$ cat config.mk
export PLATFORM = sky130hd
export DESIGN_NAME = ssh128_front
export DESIGN_NICKNAME = d
export VERILOG_FILES = /design/src/rtl/core/ssh128_pkg.sv /design/src/rtl/core/ssh128_front.sv
export SDC_FILE = /design/constraint.sdc
export NUM_CORES = 1
export LEC_CHECK = 0
export BUFFER_PORTS_ARGS = -buffer_cell sky130_fd_sc_hd__buf_2
export CAP_MARGIN = 20
export CORE_ASPECT_RATIO = 1.5
export CORE_MARGIN = 2
export CORE_UTILIZATION = 43
export CTS_CLUSTER_DIAMETER = 120
export DETAILED_ROUTE_END_ITERATION = 16
export HOLD_SLACK_MARGIN = 0.06
export PLACE_DENSITY_LB_ADDON = 0.08
export SLEW_MARGIN = 20
export SYNTH_ARGS = -nofsm -noshare
export SYNTH_HDL_FRONTEND = slang
export SYNTH_SLANG_ARGS = --single-unit
$ cat constraint.sdc
create_clock -name clk -period 3.55 [get_ports clk]
set_clock_uncertainty 0.2 [all_clocks]
set_input_delay 0.355 -clock clk [delete_from_list [all_inputs] [get_ports clk]]
set_output_delay 0.355 -clock clk [all_outputs]
set_load 0.02 [all_outputs]
$ cat src/rtl/core/ssh128_pkg.sv
package ssh128_pkg;

    // Default configuration values for the top-level parameters.
    localparam int LENGTH_BITS_DEF = 32;
    localparam int QUEUE_DEPTH_DEF = 4;

    // Seed constant of the short hash.
    localparam logic [63:0] SEED_MAGIC = 64'hdeadbeefdeadbeef;

    // The mix and end functions both run in six steps of at most two rounds.
    localparam logic [2:0] STEP_LAST = 3'd5;

    // Input transaction: one message word.
    typedef struct packed {
        logic [63:0] data_word;
        logic [3:0]  valid_bytes;
        logic        last_word;
        logic [31:0] total_length;
    } in_item_t;

    // Output transaction: the 128-bit hash.
    typedef struct packed {
        logic [63:0] hash_low;
        logic [63:0] hash_high;
    } out_item_t;

    // What the back end does with a word.
    typedef enum logic [2:0] {
        OP_NONE,
        OP_ADD_A,
        OP_ADD_B,
        OP_ADD_C,
        OP_ADD_D,
        OP_ADD_D_MIX
    } op_t;

    // One classified word as it travels from the front end to the back end.
    typedef struct packed {
        op_t         op;
        logic [63:0] word;
        logic        last;
        logic [7:0]  len_byte;
        logic        tail_empty;
    } q_entry_t;

    // The four hash accumulators.
    typedef struct packed {
        logic [63:0] a;
        logic [63:0] b;
        logic [63:0] c;
        logic [63:0] d;
    } acc_t;

    localparam acc_t ACC_RESET = '{a: 64'd0, b: 64'd0, c: SEED_MAGIC, d: SEED_MAGIC};

    // Rotate left by a constant amount.
    function automatic logic [63:0] rotl(input logic [63:0] x, input int unsigned k);
        return (x << k) | (x >> (64 - k));
    endfunction

    // Single rounds of the short mix.
    function automatic acc_t mix_rc(input acc_t s, input int unsigned k);
        acc_t r;
        r = s;
        r.c = rotl(r.c, k);
        r.c = r.c + r.d;
        r.a = r.a ^ r.c;
        return r;
    endfunction

    function automatic acc_t mix_rd(input acc_t s, input int unsigned k);
        acc_t r;
        r = s;
        r.d = rotl(r.d, k);
        r.d = r.d + r.a;
        r.b = r.b ^ r.d;
        return r;
    endfunction

    function automatic acc_t mix_ra(input acc_t s, input int unsigned k);
        acc_t r;
        r = s;
        r.a = rotl(r.a, k);
        r.a = r.a + r.b;
        r.c = r.c ^ r.a;
        return r;
    endfunction

    function automatic acc_t mix_rb(input acc_t s, input int unsigned k);
        acc_t r;
        r = s;
        r.b = rotl(r.b, k);
        r.b = r.b + r.c;
        r.d = r.d ^ r.b;
        return r;
    endfunction

    // Single rounds of the short end function.
    function automatic acc_t end_r0(input acc_t s, input int unsigned k);
        acc_t r;
        r = s;
        r.d = r.d ^ r.c;
        r.c = rotl(r.c, k);
        r.d = r.d + r.c;
        return r;
    endfunction

    function automatic acc_t end_r1(input acc_t s, input int unsigned k);
        acc_t r;
        r = s;
        r.a = r.a ^ r.d;
        r.d = rotl(r.d, k);
        r.a = r.a + r.d;
        return r;
    endfunction

    function automatic acc_t end_r2(input acc_t s, input int unsigned k);
        acc_t r;
        r = s;
        r.b = r.b ^ r.a;
        r.a = rotl(r.a, k);
        r.b = r.b + r.a;
        return r;
    endfunction

    function automatic acc_t end_r3(input acc_t s, input int unsigned k);
        acc_t r;
        r = s;
        r.c = r.c ^ r.b;
        r.b = rotl(r.b, k);
        r.c = r.c + r.b;
        return r;
    endfunction

    // Two rounds of the 12-round mix per step.
    function automatic acc_t mix_step(input acc_t s, input logic [2:0] step);
        acc_t r;
        r = s;
        case (step)
            3'd0:    r = mix_rd(mix_rc(s, 50), 52);
            3'd1:    r = mix_rb(mix_ra(s, 30), 41);
            3'd2:    r = mix_rd(mix_rc(s, 54), 48);
            3'd3:    r = mix_rb(mix_ra(s, 38), 37);
            3'd4:    r = mix_rd(mix_rc(s, 62), 34);
            3'd5:    r = mix_rb(mix_ra(s, 5), 36);
            default: r = s;
        endcase
        return r;
    endfunction

    // Two rounds of the 11-round end function per step; the last step has one.
    function automatic acc_t end_step(input acc_t s, input logic [2:0] step);
        acc_t r;
        r = s;
        case (step)
            3'd0:    r = end_r1(end_r0(s, 15), 52);
            3'd1:    r = end_r3(end_r2(s, 26), 51);
            3'd2:    r = end_r1(end_r0(s, 28), 9);
            3'd3:    r = end_r3(end_r2(s, 47), 54);
            3'd4:    r = end_r1(end_r0(s, 32), 25);
            3'd5:    r = end_r2(s, 63);
            default: r = s;
        endcase
        return r;
    endfunction

endpackage

$ cat src/rtl/core/ssh128_front.sv
module ssh128_front
    import ssh128_pkg::*;
#(
    parameter int LENGTH_BITS = LENGTH_BITS_DEF
)
(
    input  logic     clk,
    input  logic     rst_n,
    input  logic     item_valid,
    output logic     item_ready,
    input  in_item_t item,
    output logic     push,
    output q_entry_t push_entry,
    input  logic     queue_full
);

    localparam int IDX_BITS = LENGTH_BITS - 3;
    localparam int BLK_BITS = LENGTH_BITS - 5;

    logic [IDX_BITS-1:0]    word_index_reg;
    logic [IDX_BITS-1:0]    word_index_next;
    logic [LENGTH_BITS-1:0] len;
    logic [BLK_BITS-1:0]    blocks;
    logic                   half;
    logic [IDX_BITS-1:0]    rem_words;
    logic [63:0]            byte_mask;
    logic                   accept;
    op_t                    op;

    assign item_ready = !queue_full;
    assign accept     = item_valid && item_ready;

    // Length fields: number of full 32-byte blocks and the 16-byte remainder flag.
    assign len       = item.total_length[LENGTH_BITS-1:0];
    assign blocks    = len[LENGTH_BITS-1:5];
    assign half      = len[4];
    assign rem_words = word_index_reg - {blocks, 2'b00};

    // Keep only the bytes that the valid count covers.
    always_comb
    begin
        for (int i = 0; i < 8; i++)
        begin
            byte_mask[8*i +: 8] = {8{item.valid_bytes > 4'(i)}};
        end
    end

    // Classify the word by its position within the message.
    always_comb
    begin
        op = OP_NONE;
        if (word_index_reg[IDX_BITS-1:2] < blocks)
        begin
            unique case (word_index_reg[1:0])
                2'd0:    op = OP_ADD_C;
                2'd1:    op = OP_ADD_D_MIX;
                2'd2:    op = OP_ADD_A;
                default: op = OP_ADD_B;
            endcase
        end
        else if (half && (rem_words[IDX_BITS-1:1] == '0))
        begin
            op = rem_words[0] ? OP_ADD_D_MIX : OP_ADD_C;
        end
        else if (rem_words == IDX_BITS'({half, 1'b0}))
        begin
            op = OP_ADD_C;
        end
        else if (rem_words == IDX_BITS'({half, 1'b1}))
        begin
            op = OP_ADD_D;
        end
    end

    // Words that change nothing are dropped unless they close the message.
    assign push                  = accept && ((op != OP_NONE) || item.last_word);
    assign push_entry.op         = op;
    assign push_entry.word       = item.data_word & byte_mask;
    assign push_entry.last       = item.last_word;
    assign push_entry.len_byte   = len[7:0];
    assign push_entry.tail_empty = (len[3:0] == 4'd0);

    // Word counter, cleared after each message.
    always_comb
    begin
        word_index_next = word_index_reg;
        if (accept)
        begin
            word_index_next = item.last_word ? '0 : word_index_reg + 1'b1;
        end
    end

    always_ff @(posedge clk or negedge rst_n)
    begin
        if (!rst_n)
        begin
            word_index_reg <= '0;
        end
        else
        begin
            word_index_reg <= word_index_next;
        end
    end

endmodule

# Yosys cells after proc, flatten, opt, wreduce, memory -nomap -nowiden
# Cells that the tools add are included.
# word_totals
input_bits,105
out_inout_bits,79
reg_bits,29
elab_cells,33
# classes
addsub,2
reduce_logical,9
n_eq_ne,4
bitwise,1
n_mux,7
order_cmp,9
# op_table
operator,n
$and 64x64->64,1
$eq 29x2->1,2
$add 29x1->29 const B,1
$mux 29,1
$sub 29x29->29,1
$logic_not 28->1,1
$lt 27x27->1,1
$gt 4x3->1 const B,4
$mux 3,5
$pmux 3 s3,1
$gt 4x1->1 const B,2
$gt 4x2->1 const B,2
$logic_not 4->1,1
$logic_and 1x1->1,3
$reduce_bool 3->1,1
$eq 2x1->1 const B,1
$eq 2x2->1 const B,1
$logic_not 2->1,1
$logic_not 1->1,1
$logic_or 1x1->1,1

# Depth between registers and ports, before layout
# depth
word_depth,9
ltp_mapped,12
ltp_nobuf,12

# Least setup slack after synthesis
# No wires, ideal clock.
# synth_path
kind,reg2out
startpoint,register word_index_reg[2]
endpoint,output port push
arrival_time_ps,3408
n_path_buf,0
path_slack_ps,-413
t_required_ps,2995
path_stages_with_launch,13
path_cell_list,dfrtp_1 > inv_1 > ha_1 > fa_1 > nand2b_1 > a211o_1 > and2_1 > o21bai_1 > xor2_1 > or4b_1 > or4_1 > nand4b_4 > o22ai_1
# synth_via
elab_chain_len,9
word_cells_on_any_way,13
classes_between,add/sub: 1; order compare: 1; eq/ne: 2; mux: 4; reduce/logical: 5
# synth_rtl
element,line_no,source
start: declaration,ssh128_front.sv:20,logic [IDX_BITS-1:0] word_index_reg;
start signal: assignment,ssh128_front.sv:101,word_index_reg <= word_index_next;
$sub 29x29->29,ssh128_front.sv:37,"assign rem_words = word_index_reg - {blocks, 2'b00};"
$eq 29x2->1,ssh128_front.sv:69,"else if (rem_words == IDX_BITS'({half, 1'b1}))"
$mux 3,ssh128_front.sv:69,
$mux 3,ssh128_front.sv:65,"else if (rem_words == IDX_BITS'({half, 1'b0}))"
$mux 3,ssh128_front.sv:61,else if (half && (rem_words[IDX_BITS-1:1] == '0))
$mux 3 *,ssh128_front.sv:52,if (word_index_reg[IDX_BITS-1:2] < blocks)
$reduce_bool 3->1 *,ssh128_front.sv:76,assign push = accept && ((op != OP_NONE) || item.last_word);
$logic_or 1x1->1 *,ssh128_front.sv:76,
$logic_and 1x1->1 *,ssh128_front.sv:76,
end: declaration,ssh128_front.sv:12,"output logic push,"
# Every way passes the cells marked *; elsewhere a longest branch is shown, timed or not.

==> metrics.txt <==
r2r endpoint word_index_reg[26]; Longest Clk Path Bufs 2; most frequent cells in the layout buf_2, buf_4, nor2b_1; crit-path cells inv_2 -> ha_4 -> fa_2 -> nand2b_4 -> a211o_1 -> and2_4 -> a31oi_1 -> o2111ai_1 -> or4b_4 -> or4_1 -> nand4b_4 -> o21ai_4 -> buf_6; final setup fails 4; slowest cell delay on critical path 0.51 ns; die height 118.1 um; worst r2r src word_index_reg[0]; Yosys cell types 55; number of global-route vias before repair 4527; RSZ-0062 raised after global routing true; largest cells by area after synthesis dfrtp_1, ha_1, nor2b_1; Inserted Clock Buffers 5; Pwr per Cell Area 254.2 mW/mm^2; via/cell ratio 5.366; Vias 4620; largest net degree at the start of global routing 30; cell row count 41; Hold Path Class primary input to flip-flop; final instance area between 0.005 and 0.006 mm^2; part of the cycle the worst path needs 1.188; share of post-route cells with drive strength above 1 0.3740; DP HPWL 11.42 mm; most common cell after layout, fill and taps aside buf_2; # DRC 0; cells after synthesis about 510; post-synthesis sequential area ratio 0.1943; gpl congestion 0.9543; Rel. slew slack 0.2704; worst-path fanout max 4; post-route ant nets 0; family with the most delay on the worst path simple AND/OR/NAND/NOR gates; Root Buffer clkbuf_16; Cell Area, Placed 0.005233 mm^2; reg2reg setup slack 0.45 ns; slowest cell on the critical path or4b_4; EDFF count, synth 0; Synth top area share 0.1943; GR Util All Layers 0.2805; Final Core Density 0.6566; largest family of logic cells by synthesized area simple AND/OR/NAND/NOR gates; Crit. End Element primary output; Crit. Startpoint word_index_reg[2]; I/O Pins approximately 180; WHS Path Cells 2; GRT overflow 0; clk sink count 29; WL final approximately 14 mm; worst slew pin tran 1.094 ns; Post-synth ARST share 1.000; worst-skew pair later-pin latency 0.28 ns; Pre-Repair DR Iteration Count 6; Largest register FFs 29; worst hold margin 0.1603 ns; Antenna diodes 0; full die area between 0.009 and 0.01 mm^2; area growth from synthesis to layout 47.91%; pre-CTS WS -0.5461 ns; Reg2Reg Depth 10; Worst Setup Slack, final -0.6688 ns; WHS Endpoint word_index_reg[4]; Slew Viols, Final 0; Die Wd 80.10 um; H-Tree Level Count 2; fraction of the mapped netlist area in compound gates 0.2104; Initial Util 0.4439; Data arrival, critical path between 3 and 4 ns; nets 889; Pwr Total 1.404 mW; Critical Path RT 2.99 ns; mapped cell area between 0.003 and 0.004 mm^2; area leader, netlist dfrtp_1; Synth Register Bits 29; status complete, but fails checks; fin crit period 4.219 ns; setup_tns -2.612 ns; Fillers 765; CORE AREA 0.008413 mm^2; placed cells ~850; Syn Nets 648; main flop type after synthesis dfrtp_1; FMAX 237.0 MHz; Setup crit start kind flip-flop; Static Leakage 2.956 nW; Clock transition at path regs 0.05 ns; proportion of synthesized area in mux cells 0.008375; adder-cell share of the synthesized area 0.1085; worst path bufs/invs 2; maximum VDD drop about 0.00018 V; post-synthesis xor/xnor area fraction 0.08208; max cap viols 0; initial antenna violation count 0; hold path startpoint item[32]; simple-gate portion of the synthesized area 0.3256; Synth warnings 0; failing checks negative setup slack; CTS tree done; Finished Layout Cells 861; Setup CP Type flip-flop to primary output; number of DRC markers in iteration 0 250; WL/cell 15.84 um; first-pass GRT wire length ~21 mm; Post-Syn Area per Cell approximately 7.3 um^2; # port buffers between 150 and 200; final hold violations 0
==> power breakdown <==
part	switching, mW	internal, mW	leakage [nW]
registers	0.0112	0.338	0.400
logic	0.273	0.219	2.46
clock network	0.163	0.401	0.0938
==> cell type report <==
class                   instances  area [um^2]  share of cell area
flip-flops and latches         29        725.7              0.1314
clock buffers                   5        125.1             0.02265
multi-input cells             422         2844              0.5148
clock inverters                 3        65.06             0.01178
inverters                      41        153.9             0.02786
well taps                     107        133.9             0.02424
repair buffers                254         1476              0.2673
==> per-layer routing <==
metal  vias up  track usage  part of all wire
met5         -            0                 0
li1       2257            -                 -
met3        46      0.05802             0.069
met4         0       0.1462             0.052
met1      2134       0.2997              0.38
met2       183       0.5021              0.50
==> cell usage after synthesis, types with 2 or more instances <==
master and instances:
a2111o_1 2, a2111oi_0 2, a211oi_1 4, a21bo_2 2, a21o_1 3, a21oi_1 41, a221o_1 2, a311o_1 2
a31oi_1 6, and2_1 12, and3_1 6, buf_4 9, clkbuf_1 10, dfrtp_1 29, ha_1 30, inv_1 41
mux2i_1 2, nand2_1 41, nand2b_1 6, nand3_1 16, nand3b_1 2, nand4_1 10, nor2_1 48, nor2b_1 58
nor3_1 5, nor4_1 3, nor4b_1 2, o2111ai_1 3, o211ai_1 5, o21a_1 7, o21ai_0 23, o21ai_1 6
o21bai_1 6, o22a_1 2, o22ai_1 2, or3_1 12, xnor2_1 12, xor2_1 23
==> worst max path at each step <==
| stage | to | slack, ns | cells past startpoint |
|---|---|---|---|
| finish | push_entry[75] | -0.67 | 13 |
| global route | push_entry[75] | -0.77 | 13 |
| CTS | push_entry[75] | -0.69 | 13 |
| detailed placement | push_entry[74] | -0.55 | 13 |
| global placement | push_entry[74] | -0.46 | 13 |
| floorplan | push_entry[74] | -0.25 | 12 |
==> cell families (layout without fill, tap and decap cells) <==
| logic type | after synthesis | count (layout) |
|---|---|---|
| muxes | 3 | 3 |
| DFF | 29 | 29 |
| buffers and inverters | 61 | 303 |
| and+or+nand+nor | 228 | 228 |
| adders and majority gates | 32 | 32 |
| xor gates and xnor gates | 35 | 35 |
| AOI/OAI and AO/OA | 124 | 124 |
==> what timing repair did <==
action                                 in CTS  in global routing
resized for setup                           9                  7
endpoints found under the hold margin      29                  0
setup endpoints to repair                   4                  4
buffers inserted                            2                  2
pin swaps                                   0                  5
hold buffers                                1                  0
Power figures use the tool's default switching activity.
