===== config.mk =====
export PLATFORM = sky130hd
export DESIGN_NAME = ssh128_queue
export DESIGN_NICKNAME = d
export VERILOG_FILES = /design/src/rtl/core/ssh128_pkg.sv /design/src/rtl/core/ssh128_queue.sv
export SDC_FILE = /design/constraint.sdc
export NUM_CORES = 1
export LEC_CHECK = 0
export BUFFER_PORTS_ARGS = -buffer_cell sky130_fd_sc_hd__buf_2
export CAP_MARGIN = 30
export CORE_ASPECT_RATIO = 0.7
export CORE_MARGIN = 2
export CORE_UTILIZATION = 60
export CTS_CLUSTER_DIAMETER = 120
export CTS_CLUSTER_SIZE = 12
export DETAILED_ROUTE_END_ITERATION = 10
export PLACE_DENSITY = 0.83
export SYNTH_ARGS = -nofsm -noshare
export SYNTH_HDL_FRONTEND = slang
export SYNTH_SLANG_ARGS = --single-unit

===== constraint.sdc =====
create_clock -name clk -period 5.5 [get_ports clk]
set_input_delay 0.275 -clock clk [delete_from_list [all_inputs] [get_ports clk]]
set_output_delay 0.275 -clock clk [all_outputs]
set_load 0.05 [all_outputs]

===== src/rtl/core/ssh128_pkg.sv =====
package ssh128_pkg;

    // Default configuration values for the top-level parameters.
    localparam int LENGTH_BITS_DEF = 32;
    localparam int QUEUE_DEPTH_DEF = 4;

    // Seed constant of the short hash.
    localparam logic [63:0] SEED_MAGIC = 64'hdeadbeefdeadbeef;

    // The mix and end functions both run in six steps of at most two rounds.
    localparam logic [2:0] STEP_LAST = 3'd5;

    // Input transaction: one message word.
    typedef struct packed {
        logic [63:0] data_word;
        logic [3:0]  valid_bytes;
        logic        last_word;
        logic [31:0] total_length;
    } in_item_t;

    // Output transaction: the 128-bit hash.
    typedef struct packed {
        logic [63:0] hash_low;
        logic [63:0] hash_high;
    } out_item_t;

    // What the back end does with a word.
    typedef enum logic [2:0] {
        OP_NONE,
        OP_ADD_A,
        OP_ADD_B,
        OP_ADD_C,
        OP_ADD_D,
        OP_ADD_D_MIX
    } op_t;

    // One classified word as it travels from the front end to the back end.
    typedef struct packed {
        op_t         op;
        logic [63:0] word;
        logic        last;
        logic [7:0]  len_byte;
        logic        tail_empty;
    } q_entry_t;

    // The four hash accumulators.
    typedef struct packed {
        logic [63:0] a;
        logic [63:0] b;
        logic [63:0] c;
        logic [63:0] d;
    } acc_t;

    localparam acc_t ACC_RESET = '{a: 64'd0, b: 64'd0, c: SEED_MAGIC, d: SEED_MAGIC};

    // Rotate left by a constant amount.
    function automatic logic [63:0] rotl(input logic [63:0] x, input int unsigned k);
        return (x << k) | (x >> (64 - k));
    endfunction

    // Single rounds of the short mix.
    function automatic acc_t mix_rc(input acc_t s, input int unsigned k);
        acc_t r;
        r = s;
        r.c = rotl(r.c, k);
        r.c = r.c + r.d;
        r.a = r.a ^ r.c;
        return r;
    endfunction

    function automatic acc_t mix_rd(input acc_t s, input int unsigned k);
        acc_t r;
        r = s;
        r.d = rotl(r.d, k);
        r.d = r.d + r.a;
        r.b = r.b ^ r.d;
        return r;
    endfunction

    function automatic acc_t mix_ra(input acc_t s, input int unsigned k);
        acc_t r;
        r = s;
        r.a = rotl(r.a, k);
        r.a = r.a + r.b;
        r.c = r.c ^ r.a;
        return r;
    endfunction

    function automatic acc_t mix_rb(input acc_t s, input int unsigned k);
        acc_t r;
        r = s;
        r.b = rotl(r.b, k);
        r.b = r.b + r.c;
        r.d = r.d ^ r.b;
        return r;
    endfunction

    // Single rounds of the short end function.
    function automatic acc_t end_r0(input acc_t s, input int unsigned k);
        acc_t r;
        r = s;
        r.d = r.d ^ r.c;
        r.c = rotl(r.c, k);
        r.d = r.d + r.c;
        return r;
    endfunction

    function automatic acc_t end_r1(input acc_t s, input int unsigned k);
        acc_t r;
        r = s;
        r.a = r.a ^ r.d;
        r.d = rotl(r.d, k);
        r.a = r.a + r.d;
        return r;
    endfunction

    function automatic acc_t end_r2(input acc_t s, input int unsigned k);
        acc_t r;
        r = s;
        r.b = r.b ^ r.a;
        r.a = rotl(r.a, k);
        r.b = r.b + r.a;
        return r;
    endfunction

    function automatic acc_t end_r3(input acc_t s, input int unsigned k);
        acc_t r;
        r = s;
        r.c = r.c ^ r.b;
        r.b = rotl(r.b, k);
        r.c = r.c + r.b;
        return r;
    endfunction

    // Two rounds of the 12-round mix per step.
    function automatic acc_t mix_step(input acc_t s, input logic [2:0] step);
        acc_t r;
        r = s;
        case (step)
            3'd0:    r = mix_rd(mix_rc(s, 50), 52);
            3'd1:    r = mix_rb(mix_ra(s, 30), 41);
            3'd2:    r = mix_rd(mix_rc(s, 54), 48);
            3'd3:    r = mix_rb(mix_ra(s, 38), 37);
            3'd4:    r = mix_rd(mix_rc(s, 62), 34);
            3'd5:    r = mix_rb(mix_ra(s, 5), 36);
            default: r = s;
        endcase
        return r;
    endfunction

    // Two rounds of the 11-round end function per step; the last step has one.
    function automatic acc_t end_step(input acc_t s, input logic [2:0] step);
        acc_t r;
        r = s;
        case (step)
            3'd0:    r = end_r1(end_r0(s, 15), 52);
            3'd1:    r = end_r3(end_r2(s, 26), 51);
            3'd2:    r = end_r1(end_r0(s, 28), 9);
            3'd3:    r = end_r3(end_r2(s, 47), 54);
            3'd4:    r = end_r1(end_r0(s, 32), 25);
            3'd5:    r = end_r2(s, 63);
            default: r = s;
        endcase
        return r;
    endfunction

endpackage


===== src/rtl/core/ssh128_queue.sv =====
module ssh128_queue
    import ssh128_pkg::*;
#(
    parameter int DEPTH = QUEUE_DEPTH_DEF
)
(
    input  logic     clk,
    input  logic     rst_n,
    input  logic     push,
    input  q_entry_t push_entry,
    output logic     full,
    input  logic     pop,
    output q_entry_t pop_entry,
    output logic     empty
);

    localparam int PTR_BITS = $clog2(DEPTH);
    localparam int CNT_BITS = $clog2(DEPTH + 1);

    q_entry_t            slot_reg [DEPTH];
    logic [PTR_BITS-1:0] wr_ptr_reg;
    logic [PTR_BITS-1:0] wr_ptr_next;
    logic [PTR_BITS-1:0] rd_ptr_reg;
    logic [PTR_BITS-1:0] rd_ptr_next;
    logic [CNT_BITS-1:0] count_reg;
    logic [CNT_BITS-1:0] count_next;

    assign full      = (count_reg == CNT_BITS'(DEPTH));
    assign empty     = (count_reg == '0);
    assign pop_entry = slot_reg[rd_ptr_reg];

    // Pointer and fill count update.
    always_comb
    begin
        wr_ptr_next = wr_ptr_reg;
        rd_ptr_next = rd_ptr_reg;
        count_next  = count_reg;
        if (push)
        begin
            wr_ptr_next = (wr_ptr_reg == PTR_BITS'(DEPTH - 1)) ? '0 : wr_ptr_reg + 1'b1;
        end
        if (pop)
        begin
            rd_ptr_next = (rd_ptr_reg == PTR_BITS'(DEPTH - 1)) ? '0 : rd_ptr_reg + 1'b1;
        end
        if (push && !pop)
        begin
            count_next = count_reg + 1'b1;
        end
        else if (pop && !push)
        begin
            count_next = count_reg - 1'b1;
        end
    end

    always_ff @(posedge clk or negedge rst_n)
    begin
        if (!rst_n)
        begin
            wr_ptr_reg <= '0;
            rd_ptr_reg <= '0;
            count_reg  <= '0;
        end
        else
        begin
            wr_ptr_reg <= wr_ptr_next;
            rd_ptr_reg <= rd_ptr_next;
            count_reg  <= count_next;
        end
    end

    // Entry storage needs no reset.
    always_ff @(posedge clk)
    begin
        if (push)
        begin
            slot_reg[wr_ptr_reg] <= push_entry;
        end
    end

`ifndef SYNTHESIS
    // The front end never writes into a full queue.
    assert property (@(posedge clk) disable iff (!rst_n) push |-> !full)
        else $error("queue written while full");

    // The back end never reads from an empty queue.
    assert property (@(posedge clk) disable iff (!rst_n) pop |-> !empty)
        else $error("queue read while empty");
`endif

endmodule


# [After elaboration in Yosys (flattened, before gate mapping)]
# Memories as Yosys holds them, arrays and structs flattened.
# Cells that the tools add are included.
[word_totals] word_cells=23 ff_bits=7 input_bits=81 ram_bits=308 mem_count=1
[memory_table] name="slot_reg" words=4 word_bits=77 read_ports=1 rd_clocked_by_memory_dff=0 write_ports=1 line_no="ssh128_queue.sv:20" text="q_entry_t slot_reg [DEPTH];"
[classes] add_sub_neg=4 reduce_logical=6 eq_ne=3 n_mux=6
[ops] operator="3-bit 2-to-1 mux" n=2
[ops] operator="2-bit by 1-bit adder with 2-bit output, second input constant" n=2
[ops] operator="2-bit equality test, second input constant" n=2
[ops] operator="2-bit 2-to-1 mux" n=2
[ops] operator="3-bit by 1-bit adder with 3-bit output, second input constant" n=1
[ops] operator="3-bit equality test, second input constant" n=1
[ops] operator="3-bit zero test" n=1
[ops] operator="3-bit by 1-bit subtractor with 3-bit output, second input constant" n=1
[ops] operator="1-bit logical AND" n=2
[ops] operator="1-bit zero test" n=2
[ops] operator="1-bit 2-to-1 mux" n=2
[ops] operator="2-bit nonzero test" n=1

# [Depth between registers and ports, before layout]
# Gate-level depths: netlist of the first run.
[depth] word_depth=4 depth_mapped=7 ltp_nobuf=7

# [Worst setup path before layout of the first run]
# OpenSTA, ideal clock, no wires.
[synth_path] path_type="register to register" start="reg wr_ptr_reg[0]" end="mem slot_reg[0][0] (netlist bit), enable pin" path_slack_ps=2636 required_time_ps=5057 path_buffers=0 setup_ps=443 t_arrival_ps=2420 path_stages_with_launch=4 path_cell_list="dfrtp_1 inv_1 ha_1 and2_1"
[synth_rtl] element="from (decl)" line_no="ssh128_queue.sv:21" text="logic [PTR_BITS-1:0] wr_ptr_reg;"
[synth_rtl] element="from (signal assigned)" line_no="ssh128_queue.sv:66" text="wr_ptr_reg <= wr_ptr_next;"
[synth_rtl] element="to (decl)" line_no="ssh128_queue.sv:20"
# Straight into the memory's write port.

==> results of run 1 <==
## critical path, cell delays in order (launching register included)
cell and delay, ns:
dfrtp_4 0.81, buf_4 0.56, mux4_2 0.61, buf_2 0.24
## what timing repair did
| action | 4_1_cts | 5_1_grt |
|---|---|---|
| endpoints found under the hold margin | 315 | 0 |
| setup endpoints to repair | 0 | 0 |
| hold buffers | 78 | 0 |
## metal layers
layer,vias to the layer above,GRT usage (%),part of all wire [%]
li1,2401,-,-
met1,2882,30.0,40
met2,248,38.4,52
met3,31,5.01,6.9
met4,0,4.06,1.5
met5,-,0,0
## stage by stage
stage	std cells	power, mW	hold WS [ns]	util [%]	setup WS (ns)
after global placement	830	6.28	0.113	66.6	2.96
after global routing	955	8.46	0.0104	75.4	2.21
after CTS	954	8.22	0.00957	75.4	2.31
after detailed placement	832	6.36	0.121	66.9	2.93
final	955	8.15	0.0248	75.4	2.45
after floorplan	440	5.73	-0.0206	-	2.64
## final timing paths
check                                          start                        end  slack (ns)  cells past startpoint
setup / recovery           rd_ptr_reg[0]$_DFFE_PN0P_              pop_entry[23]        2.45                      3
hold / removal                                   pop  rd_ptr_reg[1]$_DFFE_PN0P_        0.02                      2
setup reg to reg           wr_ptr_reg[0]$_DFFE_PN0P_  slot_reg[0][28]$_DFFE_PP_        3.26                      4
hold reg to reg             count_reg[2]$_DFFE_PN0P_   count_reg[2]$_DFFE_PN0P_        0.53                      1
max in group asynchronous                      rst_n  rd_ptr_reg[0]$_DFFE_PN0P_        5.21                      2
min in group asynchronous                      rst_n   count_reg[0]$_DFFE_PN0P_        0.10                      2
## cell usage after synthesis
cell        n
edfxtp_1  308
and2_1      4
mux4_2     77
xnor2_1     1
mux2_2      3
nor2_1      3
buf_2       6
xor2_1      2
nor3b_1     1
nand2_1     2
clkbuf_1    4
ha_1        6
buf_6       1
dfrtp_1     7
o21ai_0     2
buf_12      2
buf_4       5
fa_1        1
inv_1       4
nor3_1      1
## logic make-up (layout without fill, tap and decap cells)
group,Yosys count,count (layout)
adders and majority gates,7,7
xor gates and xnor gates,3,3
AOI/OAI and AO/OA,2,2
and+or+nand+nor,11,11
DFF,315,315
other,0,1
buffers and inverters,22,294
muxes,80,80
## final cells by class
type                    count  area, µm²
well taps                 242        303
inverters                   4       15.0
flip-flops and latches    315       9430
multi-input cells         103       1970
clock inverters             1       11.3
clock buffers              43        821
diodes                      1       2.50
fillers                   977       4630
repair buffers            246       1680
## power by group through the flow
stage | logic [mW] | clock network, mW | registers, mW
after floorplan | 2.52 | 0 | 3.22
after global placement | 2.94 | 0 | 3.34
after detailed placement | 3.00 | 0 | 3.36
after CTS | 3.06 | 1.84 | 3.32
after global routing | 3.18 | 1.92 | 3.36
final | 3.04 | 1.80 | 3.31
==> flow_summary.ini, run 1 <==
[worst_setup_path]
worstSetupEndpointType = output port
crit_required_ns = 5.22
cp_max_fo = 31
critPathKind = reg -> out
cp.arrival_ns = 2.78
critPathLaunchType = register

[route]
final_antenna_net_count = 0
drt_first_pass_iters = 4
routedWlPerCell_um = 22.9
drc = 0
first_iter_violations = 473
viasPerCell = 5.82
wl_mm = 21.9
dr_total_vias = 5562

[synth]
yosysWarnings = 0
netlist.area_leader.share_pct = 80.2
synth_xor_area_share_pct = 0.228
synth_top_area_cell = edfxtp_1
synth_top_family_by_area = multiplexers
synth.mux.area_fraction_pct = 15.3
seq_area_frac_synth_pct = 81.7
synth_nets = 528
syn_area_um2 = 11500
synth_seq_cells = 315
synth-compound-area-share_pct = 0.0868
synthAdderAreaFrac_pct = 0.825
synthTopCellsByArea = edfxtp_1 (80%), mux4_2 (15%), dfrtp_1 (1.5%)
yosys.area_share.simple_pct = 0.488
syn_avg_cell_area_um2 = 26.2
yosysUniqueCellTypes = 20
syn_inst = 440

[pwr]
p_sw_share_pct = 38.0
power.internal_mw = 5.05
clkPwrFrac_pct = 22.1
leakage_nw = 4.93
powerDensity_nw_per_um2 = 572
ir_drop_mv = 0.373
power_frac_comb_pct = 37.3
p_switching_mw = 3.10
seqPwrFrac_pct = 40.6

[global_routing]
grt_usage_pct = 22.2
first_global_vias = 6031
antenna_found_initial = 1
grt_pass1_wl_mm = 33.5
grt_max_degree = 55
overflow = 0

[die]
pin_count = 160
initial_utilization_pct = 61.1
rows = 42
coreArea_um2 = 18900
dieArea_um2 = 20400
dieHeight_um = 120
fp.dieW_um = 170

[placement]
post_dp_cell_area_um2 = 12600
globalplace.congestion = 0.777
dp_hpwl_mm = 11.9
port_buffers = 159

[finish]
final_nets = 788
final_cell_mix = edfxtp_1 (308), buf_2 (159), dlygate4sd3_1 (78)
area_growth_pct = 23.5
design_area_um2 = 14200
largest_reg_flops = 308
final_common_cell = edfxtp_1
final_layout_size_suffix_gt1_share_pct = 40.2

[sta]
finalMaxSlewViolations = 0
setup_viol = 0
rsz0062_at_grt = false
fin_skew_ns = 0.00721
hold_viol = 0
max_freq_ghz = 0.327
tns_ns = 0
period_share_pct = 55.5
worst_pin_slew_ns = 0.655
post-route-min-period_ns = 3.05
relSlewSlack_pct = 56.3

[cts]
cts_buffers = 30
tritoncts = built
clkSinkCount = 315
clk_latency_ns = 0.54
clk_path_buf_depth = 3
cts_resized = 0
htree_levels = 1
post_cts_buffers = 0
clockRootBuffer = clkbuf_16
clkTransAtPathRegs_ns = 0.06

[hold_path]
hold_path.class = in -> reg

[status]
run_status = complete, no violations

[job]
maxCapViolCount = 0
(Power assumes the default switching activity.)
==> inputs of run 2 (changes only) <==
--- a/config.mk
+++ b/config.mk
@@ -9,11 +9,11 @@
 export CAP_MARGIN = 30
 export CORE_ASPECT_RATIO = 0.7
 export CORE_MARGIN = 2
-export CORE_UTILIZATION = 60
+export CORE_UTILIZATION = 51
 export CTS_CLUSTER_DIAMETER = 120
 export CTS_CLUSTER_SIZE = 12
 export DETAILED_ROUTE_END_ITERATION = 10
-export PLACE_DENSITY = 0.83
+export PLACE_DENSITY = 0.75
 export SYNTH_ARGS = -nofsm -noshare
 export SYNTH_HDL_FRONTEND = slang
 export SYNTH_SLANG_ARGS = --single-unit
==> constraint.sdc (replaced) <==
create_clock -name clk -period 2.8 [get_ports clk]
set_input_delay 0.14 -clock clk [delete_from_list [all_inputs] [get_ports clk]]
set_output_delay 0.14 -clock clk [all_outputs]
set_load 0.05 [all_outputs]
==> flow_summary.ini, run 2 (synthesized netlist as in run 1, its figures left out) <==
[global_routing]
overflow = 0
grt_pass1_wl_mm = 33.4
antenna_found_initial = 2
first_global_vias = 5902
grt_max_degree = 43
grt_usage_pct = 18.5

[finish]
final_layout_size_suffix_gt1_share_pct = 39.7
area_growth_pct = 25.2
final_cell_mix = edfxtp_1 (308), buf_2 (159), dlygate4sd3_1 (81)
final_common_cell = edfxtp_1
final_nets = 795
final_util_pct = 65.7
largest_reg_flops = 308
design_area_um2 = 14400

[cts]
clockRootBuffer = clkbuf_16
clk_path_buf_depth = 3
htree_levels = 1
cts_resized = 0
clkTransAtPathRegs_ns = 0.06
cts_buffers = 30
hold_buffers = 81
clk_latency_ns = 0.53
tritoncts = built
clkSinkCount = 315
post_cts_buffers = 0

[sta]
post-route-min-period_ns = 2.55
relSlewSlack_pct = 67.1
timing.hold.ws_ns = 0.343
max_freq_ghz = 0.392
finalMaxSlewViolations = 0
rsz0062_at_grt = false
tns_ns = 0
setup_viol = 0
worst_pin_slew_ns = 0.493
period_share_pct = 91.1
hold_viol = 0
fin_skew_ns = 0.0159

[die]
fp.dieW_um = 184
pin_count = 160
rows = 45
initial_utilization_pct = 52.5
dieHeight_um = 130
coreArea_um2 = 22000
dieArea_um2 = 23800

[route]
drt_first_pass_iters = 4
dr_total_vias = 5556
routedWlPerCell_um = 21.8
final_antenna_net_count = 0
first_iter_violations = 407
drc = 0
wl_mm = 22.1
viasPerCell = 5.48

[placement]
dp_hpwl_mm = 12.9
post_dp_cell_area_um2 = 12700
globalplace.congestion = 0.723
port_buffers = 159

[worst_setup_path]
crit_required_ns = 2.66
cp.arrival_ns = 2.41
cp_max_fo = 36
critPathLaunchType = register
worstSetupEndpointType = output port
critPathKind = reg -> out

[status]
run_status = complete, no violations

[pwr]
ir_drop_mv = 0.786
leakage_nw = 4.99
power_mw = 16.3
powerDensity_nw_per_um2 = 1130

[hold_path]
hold_path.class = in -> reg

[job]
maxCapViolCount = 0
run 2: layout make-up:
cell class / instances / area (µm²)
fillers: 1406 / 7520
diodes: 2 / 5.00
flip-flops and latches: 315 / 9430
clock buffers: 54 / 862
inverters: 4 / 15.0
multi-input cells: 103 / 1970
well taps: 282 / 353
repair buffers: 253 / 1790
clock inverters: 1 / 11.3
run 2: report_power, final:
group	total, mW	leakage, nW	switching (mW)	internal, mW
Clock	3.67	0.415	1.60	2.06
Combinational	6.21	1.67	4.25	1.96
Sequential	6.38	2.91	0.328	6.05
run 2: path summary, 6_finish.rpt:
path / start / to / slack (ns) / depth (start not counted)
worst max-delay path: rd_ptr_reg[0]$_DFFE_PN0P_ / pop_entry[25] / 0.25 / 3
worst min-delay path: push_entry[27] / slot_reg[3][27]$_DFFE_PP_ / 0.34 / 2
worst max register to register: wr_ptr_reg[0]$_DFFE_PN0P_ / slot_reg[0][16]$_DFFE_PP_ / 0.94 / 4
worst min register to register: count_reg[2]$_DFFE_PN0P_ / count_reg[2]$_DFFE_PN0P_ / 0.51 / 1
max in group asynchronous: rst_n / rd_ptr_reg[0]$_DFFE_PN0P_ / 1.99 / 3
min in group asynchronous: rst_n / count_reg[0]$_DFFE_PN0P_ / 0.54 / 3
run 2: worst max-delay path, stage by stage (launching register included):
cell     delay (ns)
dfrtp_4        0.68
buf_12         0.34
mux4_2         0.58
buf_2          0.23
run 2: through the flow:
stage / cells / setup WS, ns
floorplan: 440 / 0.0140
global placement: 876 / 0.794
detailed placement: 876 / 0.778
CTS: 1012 / 0.192
global route: 1014 / 0.0964
finish: 1014 / 0.250
run 2: metal layers:
layer / wire, µm / GRT usage (%) / vias up
met5: 0 / 0 / -
met4: 385 / 4.09 / 0
met1: 9390 / 25.2 / 2888
li1: - / - / 2419
met3: 1470 / 4.44 / 32
met2: 10900 / 31.3 / 217
==> inputs of run 3 (changes only) <==
--- a/config.mk
+++ b/config.mk
@@ -7,7 +7,7 @@
 export LEC_CHECK = 0
 export BUFFER_PORTS_ARGS = -buffer_cell sky130_fd_sc_hd__buf_2
 export CAP_MARGIN = 30
-export CORE_ASPECT_RATIO = 0.7
+export CORE_ASPECT_RATIO = 1.1
 export CORE_MARGIN = 2
 export CORE_UTILIZATION = 51
 export CTS_CLUSTER_DIAMETER = 120
==> flow_summary.ini, run 3 (synthesized netlist as in run 1, its figures left out) <==
[pwr]
p_switching_mw = 6.10
power.internal_mw = 10.0
power_frac_comb_pct = 37.7
ir_drop_mv = 0.851
seqPwrFrac_pct = 40.0
p_sw_share_pct = 37.8
leakage_nw = 4.99
clkPwrFrac_pct = 22.3
powerDensity_nw_per_um2 = 1120

[route]
routedWlPerCell_um = 20.9
dr_total_vias = 5449
final_antenna_net_count = 0
drt_first_pass_iters = 4
wl_mm = 21.4
first_iter_violations = 351
drc = 0
viasPerCell = 5.31

[worst_setup_path]
worstSetupEndpointType = output port
cp.arrival_ns = 2.36
critPathKind = reg -> out
cp_max_fo = 20
crit_required_ns = 2.66
critPathLaunchType = register

[finish]
final_cell_mix = edfxtp_1 (308), buf_2 (159), dlygate4sd3_1 (81)
largest_reg_flops = 308
final_layout_size_suffix_gt1_share_pct = 39.7
final_common_cell = edfxtp_1
antenna_cells = 0
area_growth_pct = 25.3
final_nets = 795
fill_cells = 1496

[cts]
clk_latency_ns = 0.54
post_cts_buffers = 0
clk_path_buf_depth = 3
clkTransAtPathRegs_ns = 0.06
clockRootBuffer = clkbuf_16
clkSinkCount = 315
cts_buffers = 30
cts_resized = 0
tritoncts = built
htree_levels = 1

[placement]
dp_hpwl_mm = 12.7
port_buffers = 159
place_ws_ns = 0.803
globalplace.congestion = 0.724

[die]
fp.dieW_um = 147
pin_count = 160
dieHeight_um = 162
initial_utilization_pct = 52.1
rows = 57
coreArea_um2 = 22100
dieArea_um2 = 23800

[sta]
fin_skew_ns = 0.0180
relSlewSlack_pct = 57.5
setup_viol = 0
hold_viol = 0
finalMaxSlewViolations = 0
post-route-min-period_ns = 2.50
tns_ns = 0
period_share_pct = 89.4
rsz0062_at_grt = false
max_freq_ghz = 0.399
setup_slack_ns = 0.296
worst_pin_slew_ns = 0.638

[status]
run_status = complete, no violations

[global_routing]
grt_pass1_wl_mm = 33.3
antenna_found_initial = 1
grt_max_degree = 57
overflow = 0
first_global_vias = 6046
grt_usage_pct = 18.3

[hold_path]
hold_path.class = in -> reg

[job]
maxCapViolCount = 0
run 3: cell types whose count changed in the layout (fill, tap and decap cells not counted), sizes merged:
| cell | previous run | this run |
|---|---|---|
| clkinv | 0 | 1 |
| diode | 2 | 0 |
run 3: metal layers:
layer | vias up | global-route usage (%) | share of wire [%]
met2 | 173 | 31.3 | 52
met5 | - | 0 | 0.075
li1 | 2420 | - | -
met1 | 2819 | 24.3 | 40
met4 | 2 | 5.11 | 2.2
met3 | 35 | 3.76 | 5.9
run 3: critical path, cell delays in order (launching register included):
cell,delay (ns)
dfrtp_4,0.67
buf_4,0.35
mux4_2,0.56
buf_2,0.23
run 3: per-stage QoR:
stage	hold WS, ns	instances	cell area [µm²]	total power, mW	util [%]
6_report	0.347	1026	14400	16.1	65.3
5_1_grt	0.337	1026	14400	16.8	65.3
4_1_cts	0.324	1026	14400	16.3	65.3
3_5_place_dp	-0.0191	889	12800	12.6	57.7
3_3_place_gp	-0.0260	889	12800	12.5	57.7
2_1_floorplan	-0.156	440	11500	11.2	-
run 3: layout make-up:
type	count	area, µm²	area share, %
sequential	315	9430	65.3
clock buffer	54	841	5.82
clock inverter	2	27.5	0.191
tap	295	369	2.56
multi-input combinational	103	1970	13.6
timing repair buffer	253	1790	12.4
inverter	4	15.0	0.104
run 3: power by group through the flow:
stage / Combinational [mW] / Sequential [mW] / Clock (mW)
final: 6.08 / 6.45 / 3.60
after global routing: 6.39 / 6.53 / 3.87
after CTS: 6.17 / 6.47 / 3.68
after detailed placement: 6.07 / 6.57 / 0
after global placement: 6.02 / 6.50 / 0
after floorplan: 4.95 / 6.29 / 0
run 3: timing repair:
action | in CTS | in global routing
endpoints found under the hold margin | 319 | 0
hold buffers | 81 | 0
endpoints found under the setup margin | 0 | 0
run 3: worst paths after layout:
path / start / endpoint / slack, ns / cells past startpoint
min: push_entry[11] / slot_reg[0][11]$_DFFE_PP_ / 0.35 / 2
max: rd_ptr_reg[0]$_DFFE_PN0P_ / pop_entry[32] / 0.30 / 3
min in group asynchronous: rst_n / wr_ptr_reg[1]$_DFFE_PN0P_ / 0.58 / 3
min reg2reg: count_reg[2]$_DFFE_PN0P_ / count_reg[2]$_DFFE_PN0P_ / 0.49 / 1
max reg2reg: wr_ptr_reg[1]$_DFFE_PN0P_ / slot_reg[1][58]$_DFFE_PP_ / 0.91 / 4
max in group asynchronous: rst_n / rd_ptr_reg[1]$_DFFE_PN0P_ / 1.94 / 3
